[src/hdl/afm_pkg.sv]
`timescale 1ns / 1ps
// Shared types and constants for the mono DAC feeder.
// No dependencies.
package afm_pkg;

  localparam int FIFO_DEPTH = 1024;
  localparam int PTR_W      = $clog2(FIFO_DEPTH);
  localparam int CNT_W      = (PTR_W > 10) ? PTR_W : 10;

  localparam int SAMPLE_W   = 16;
  localparam int PERIOD_W   = 20;
  localparam int CODE_W     = 10;

  localparam logic [PERIOD_W-1:0] PERIOD_RESET = PERIOD_W'(1359);
  localparam logic [CODE_W-1:0]   DAC_ZERO     = CODE_W'(512);

  localparam int RQ_DEPTH = 4;
  localparam int RQ_PTR_W = $clog2(RQ_DEPTH);
  localparam int RQ_CNT_W = $clog2(RQ_DEPTH + 1);

  typedef enum logic [1:0] {
    FUNC_PUSH = 2'd0,
    FUNC_TICK = 2'd1,
    FUNC_STOP = 2'd2
  } func_e;

  // front stage output, one per beat taken
  typedef struct packed {
    logic              valid;
    logic              accepted;
    logic              dac_valid;
    logic              underflow;
    logic              from_mem;
    logic [CODE_W-1:0] fifo_count;
    logic              render_on;
  } stg_t;

  typedef struct packed {
    logic              accepted;
    logic              dac_valid;
    logic [CODE_W-1:0] dac_code;
    logic              underflow;
    logic [CODE_W-1:0] fifo_count;
    logic              render_on;
  } res_t;

  // offset binary: top bits of (s + 0x8000)
  function automatic logic [CODE_W-1:0] to_dac(input logic [SAMPLE_W-1:0] s);
    return {~s[SAMPLE_W-1], s[SAMPLE_W-2:SAMPLE_W-CODE_W]};
  endfunction

endpackage

[src/hdl/afm_resq.sv]
`timescale 1ns / 1ps
// Back end: short result queue between the front stage and the consumer.
// Depends on afm_pkg.
module afm_resq (
  input  logic                          clk_i,
  input  logic                          rst_ni,
  input  logic                          push_i,
  input  afm_pkg::res_t                 data_i,
  input  logic                          pop_i,
  output afm_pkg::res_t                 head_o,
  output logic                          empty_o,
  output logic [afm_pkg::RQ_CNT_W-1:0]  count_o
);
  import afm_pkg::*;

  res_t                entry_q [RQ_DEPTH];
  logic [RQ_PTR_W-1:0] wr_q, rd_q;
  logic [RQ_CNT_W-1:0] cnt_q;
  logic                do_pop;

  assign empty_o = (cnt_q == '0);
  assign do_pop  = pop_i && !empty_o;
  assign head_o  = entry_q[rd_q];
  assign count_o = cnt_q;

  always_ff @(posedge clk_i) begin
    if (push_i) begin
      entry_q[wr_q] <= data_i;
    end
  end

  always_ff @(posedge clk_i or negedge rst_ni) begin
    if (!rst_ni) begin
      wr_q  <= '0;
      rd_q  <= '0;
      cnt_q <= '0;
    end else begin
      if (push_i) begin
        wr_q <= (wr_q == RQ_PTR_W'(RQ_DEPTH - 1)) ? '0 : wr_q + 1'b1;
      end
      if (do_pop) begin
        rd_q <= (rd_q == RQ_PTR_W'(RQ_DEPTH - 1)) ? '0 : rd_q + 1'b1;
      end
      cnt_q <= cnt_q + RQ_CNT_W'(push_i) - RQ_CNT_W'(do_pop);
    end
  end

endmodule

[config.mk]
export PLATFORM = sky130hd
export DESIGN_NAME = afm_resq
export DESIGN_NICKNAME = d
export VERILOG_FILES = /design/src/hdl/afm_pkg.sv /design/src/hdl/afm_resq.sv
export SDC_FILE = /design/constraint.sdc
export NUM_CORES = 1
export LEC_CHECK = 0
export BUFFER_PORTS_ARGS = -buffer_cell sky130_fd_sc_hd__buf_2
export CAP_MARGIN = 20
export CORE_UTILIZATION = 60
export CTS_CLUSTER_DIAMETER = 120
export CTS_CLUSTER_SIZE = 20
export DETAILED_ROUTE_END_ITERATION = 8
export HOLD_SLACK_MARGIN = 0.03
export PLACE_DENSITY = 0.81
export SLEW_MARGIN = 20
export SYNTH_ARGS = -nofsm -noshare
export SYNTH_HDL_FRONTEND = slang
export SYNTH_SLANG_ARGS = --single-unit
[constraint.sdc]
create_clock -name clk_i -period 6.45 [get_ports clk_i]
set_input_delay 0.9675 -clock clk_i [delete_from_list [all_inputs] [get_ports clk_i]]
set_output_delay 0.9675 -clock clk_i [all_outputs]
set_load 0.01 [all_outputs]
==> flow_summary.json <==
{
  "status": "finished, final reports clean",
  "cts_buffers": 9,
  "power_density_nw_per_um2": 424,
  "hold_class": "primary input to asynchronous set/reset pin",
  "yosys-top-cells-count": "96 x edfxtp_1, 18 x mux4_2, 7 x dfrtp_1, 7 x ha_1, 7 x inv_1",
  "critical-path-max-stage-delay_ns": 0.91,
  "ios": 56,
  "synth_nets": 199,
  "rsz0062_at_grt": "no",
  "core_area_um2": 6350,
  "grt_start_max_net_pins": 28,
  "period_needed_ns": 3.06,
  "finalClockSkew_ns": 0.00657,
  "yosysSeqAreaShare_pct": 77.9,
  "utilization_pct": 70.6,
  "drv_slew": 0,
  "ys_types": 19,
  "async_reset_ff_share_pct": 6.80,
  "yosysWarnings": 0,
  "dr.pass1.iters": 4,
  "p_switching_uw": 544,
  "rr_worst_depth": 9,
  "syn2layout_area_growth_pct": 14.2,
  "post-cts-setup-buffers": 0,
  "port_buffers": 55,
  "via_per_inst": 5.77,
  "drtIter0Drc": 111,
  "vias": 1782,
  "crit_fanout": 27,
  "routed_wl_mm": 5.76,
  "synth.most_common_cell": "edfxtp_1",
  "synth_area_leaders": "edfxtp_1 73%, mux4_2 10%, dfrtp_1 4.5%",
  "grt_pass1_wl_mm": 9.46,
  "die_x_um": 82.9,
  "num_rows": 29,
  "final_nets": 263,
  "intPower_uw": 1360,
  "place_hpwl_mm": 3.68,
  "ys.flop_type": "edfxtp_1",
  "p_leak_uw": 0.00161,
  "layout.cells.non_filler": 309,
  "tns_ns": 0,
  "drv_cap": 0,
  "pwr-share-comb_pct": 26.2,
  "overflow": 0,
  "grt_usage_pct": 18.9,
  "worstSetupPathType": "register to output pin",
  "n_antenna_cell": 0,
  "postRouteAntennaNets": 0,
  "dieArea_um2": 6870,
  "p_clk_share_pct": 22.4,
  "required_ns": 5.48,
  "crit_chain": "mux4_1, buf_2",
  "synth-seq-cells": 103,
  "fillers": 387,
  "slew_headroom_pct": 27.3,
  "timing.fmax_mhz": 327,
  "tightest_slew_ns": 1.09,
  "antenna_found_initial": 0,
  "die_h_um": 82.9,
  "start_util_pct": 61.8,
  "htreeDepth": 3,
  "netlist.area_leader.share_pct": 73.4,
  "synthCells": 163,
  "power_uw": 1900,
  "clock-root-buffer": "clkbuf_8",
  "drc": 0,
  "clk_path_buf_depth": 2,
  "yosys.area.top_type": "edfxtp_1",
  "switching_share_pct": 28.6,
  "cp-start-kind": "register",
  "crit_arrival_ns": 2.09,
  "p_seq_share_pct": 51.3,
  "irDropWorstVdd_mv": 0.284,
  "avgSynthCellArea_um2": 24.1,
  "wl_per_cell_um": 18.6,
  "dp.cells": 293,
  "cp_slowest_cell": "dfrtp_2",
  "cp-end-kind": "output pin",
  "post_cts_resize_count": 0,
  "cts_hold_buf": 0,
  "cts.reportedPaths.clkPinSlew_ns": 0.09,
  "grt_pass1_vias": 1854,
  "clock-sinks": 103,
  "synth_area_um2": 3930,
  "setup_viol": 0,
  "clock_latency_ns": 0.36,
  "hold_violations": 0,
  "gp_congestion": 0.674,
  "cts_tree": "done",
  "layout-drive-gt1-share_pct": 41.8,
  "synth-edff-count": 96,
  "hold_slack_ns": 0.432,
  "period_share_pct": 47.4
}
==> final timing paths <==
| check | from | slack [ns] | end |
|---|---|---|---|
| worst min register to register | count_o[1] | 0.62 | count_o[2] |
| min in group clk_i | count_o[1] | 0.62 | count_o[2] |
| worst min-delay path | rst_ni | 0.43 | wr_q[1] |
| max in group asynchronous | rst_ni | 5.85 | rd_q[0] |
| worst max-delay path | rd_q[0] | 3.39 | head_o[4] |
| worst max register to register | count_o[1] | 4.13 | count_o[2] |
==> registers in the layout, summed over array words and instances (netlist names) <==
name / cells
wr_q: 2
entry_q: 96
count_o: 3
rd_q: 2
==> metal layers <==
metal / GRT usage (%) / vias to the layer above / routed length, µm
met5: 0 / - / 0
met4: 7.68 / 0 / 75
met3: 6.06 / 9 / 313
met2: 30.7 / 50 / 2980
met1: 23.8 / 922 / 2390
li1: - / 801 / -
==> through the flow <==
| step | cell area (µm²) | setup WS (ns) |
|---|---|---|
| 3_3_place_gp | 4260 | 3.75 |
| 2_1_floorplan | 3930 | 4.08 |
| 4_1_cts | 4480 | 3.34 |
| 6_report | 4480 | 3.39 |
| 3_5_place_dp | 4260 | 3.75 |
| 5_1_grt | 4480 | 3.26 |
==> layout by cell type (no fill, tap or decap) <==
cell,instances
o31ai_1,1
dfrtp_1,6
edfxtp_1,96
xnor2_1,2
mux4_1,6
or3b_2,1
ha_1,7
dfrtp_2,1
buf_2,55
nor3_1,1
clkinvlp_4,3
buf_4,4
clkbuf_8,9
inv_6,1
nand2_1,1
mux4_2,18
fa_1,1
clkinv_2,1
and2_1,4
nor2_1,1
inv_1,7
mux2_2,2
bufinv_16,2
o21ai_0,2
==> worst max-delay path: cells and delay by family (launching register included) <==
| kind | cells | cell delay (ns) |
|---|---|---|
| flip-flops | 1 | 0.91 |
| multiplexers | 1 | 0.65 |
| buffers and inverters | 1 | 0.16 |
==> layout make-up <==
type	instances	area (µm²)	area share, %
multi-input cells	47	774	17.3
clock buffers	9	124	2.76
inverters	7	26.3	0.586
well taps	77	96.3	2.15
flip-flops and latches	103	3060	68.3
clock inverters	7	96.3	2.15
repair buffers	59	305	6.81
==> cells by family (layout without fill, tap and decap cells) <==
logic type      Yosys count  in the layout  synth area share [%]
buf+inv                  13             82                  2.36
mux                      26             26                  14.9
flops                   103            103                  77.9
fa+ha+maj                 8              8                  2.74
simple gates              8              8                  1.18
xor+xnor                  2              2                 0.446
compound gates            3              3                 0.446
==> power groups by stage <==
stage / registers, µW / logic [µW] / clock network [µW]
2_1_floorplan: 912 / 426 / 0
3_3_place_gp: 986 / 496 / 0
3_5_place_dp: 995 / 506 / 0
4_1_cts: 980 / 508 / 435
5_1_grt: 995 / 543 / 463
6_report: 975 / 499 / 426
Power figures use the tool's default switching activity.
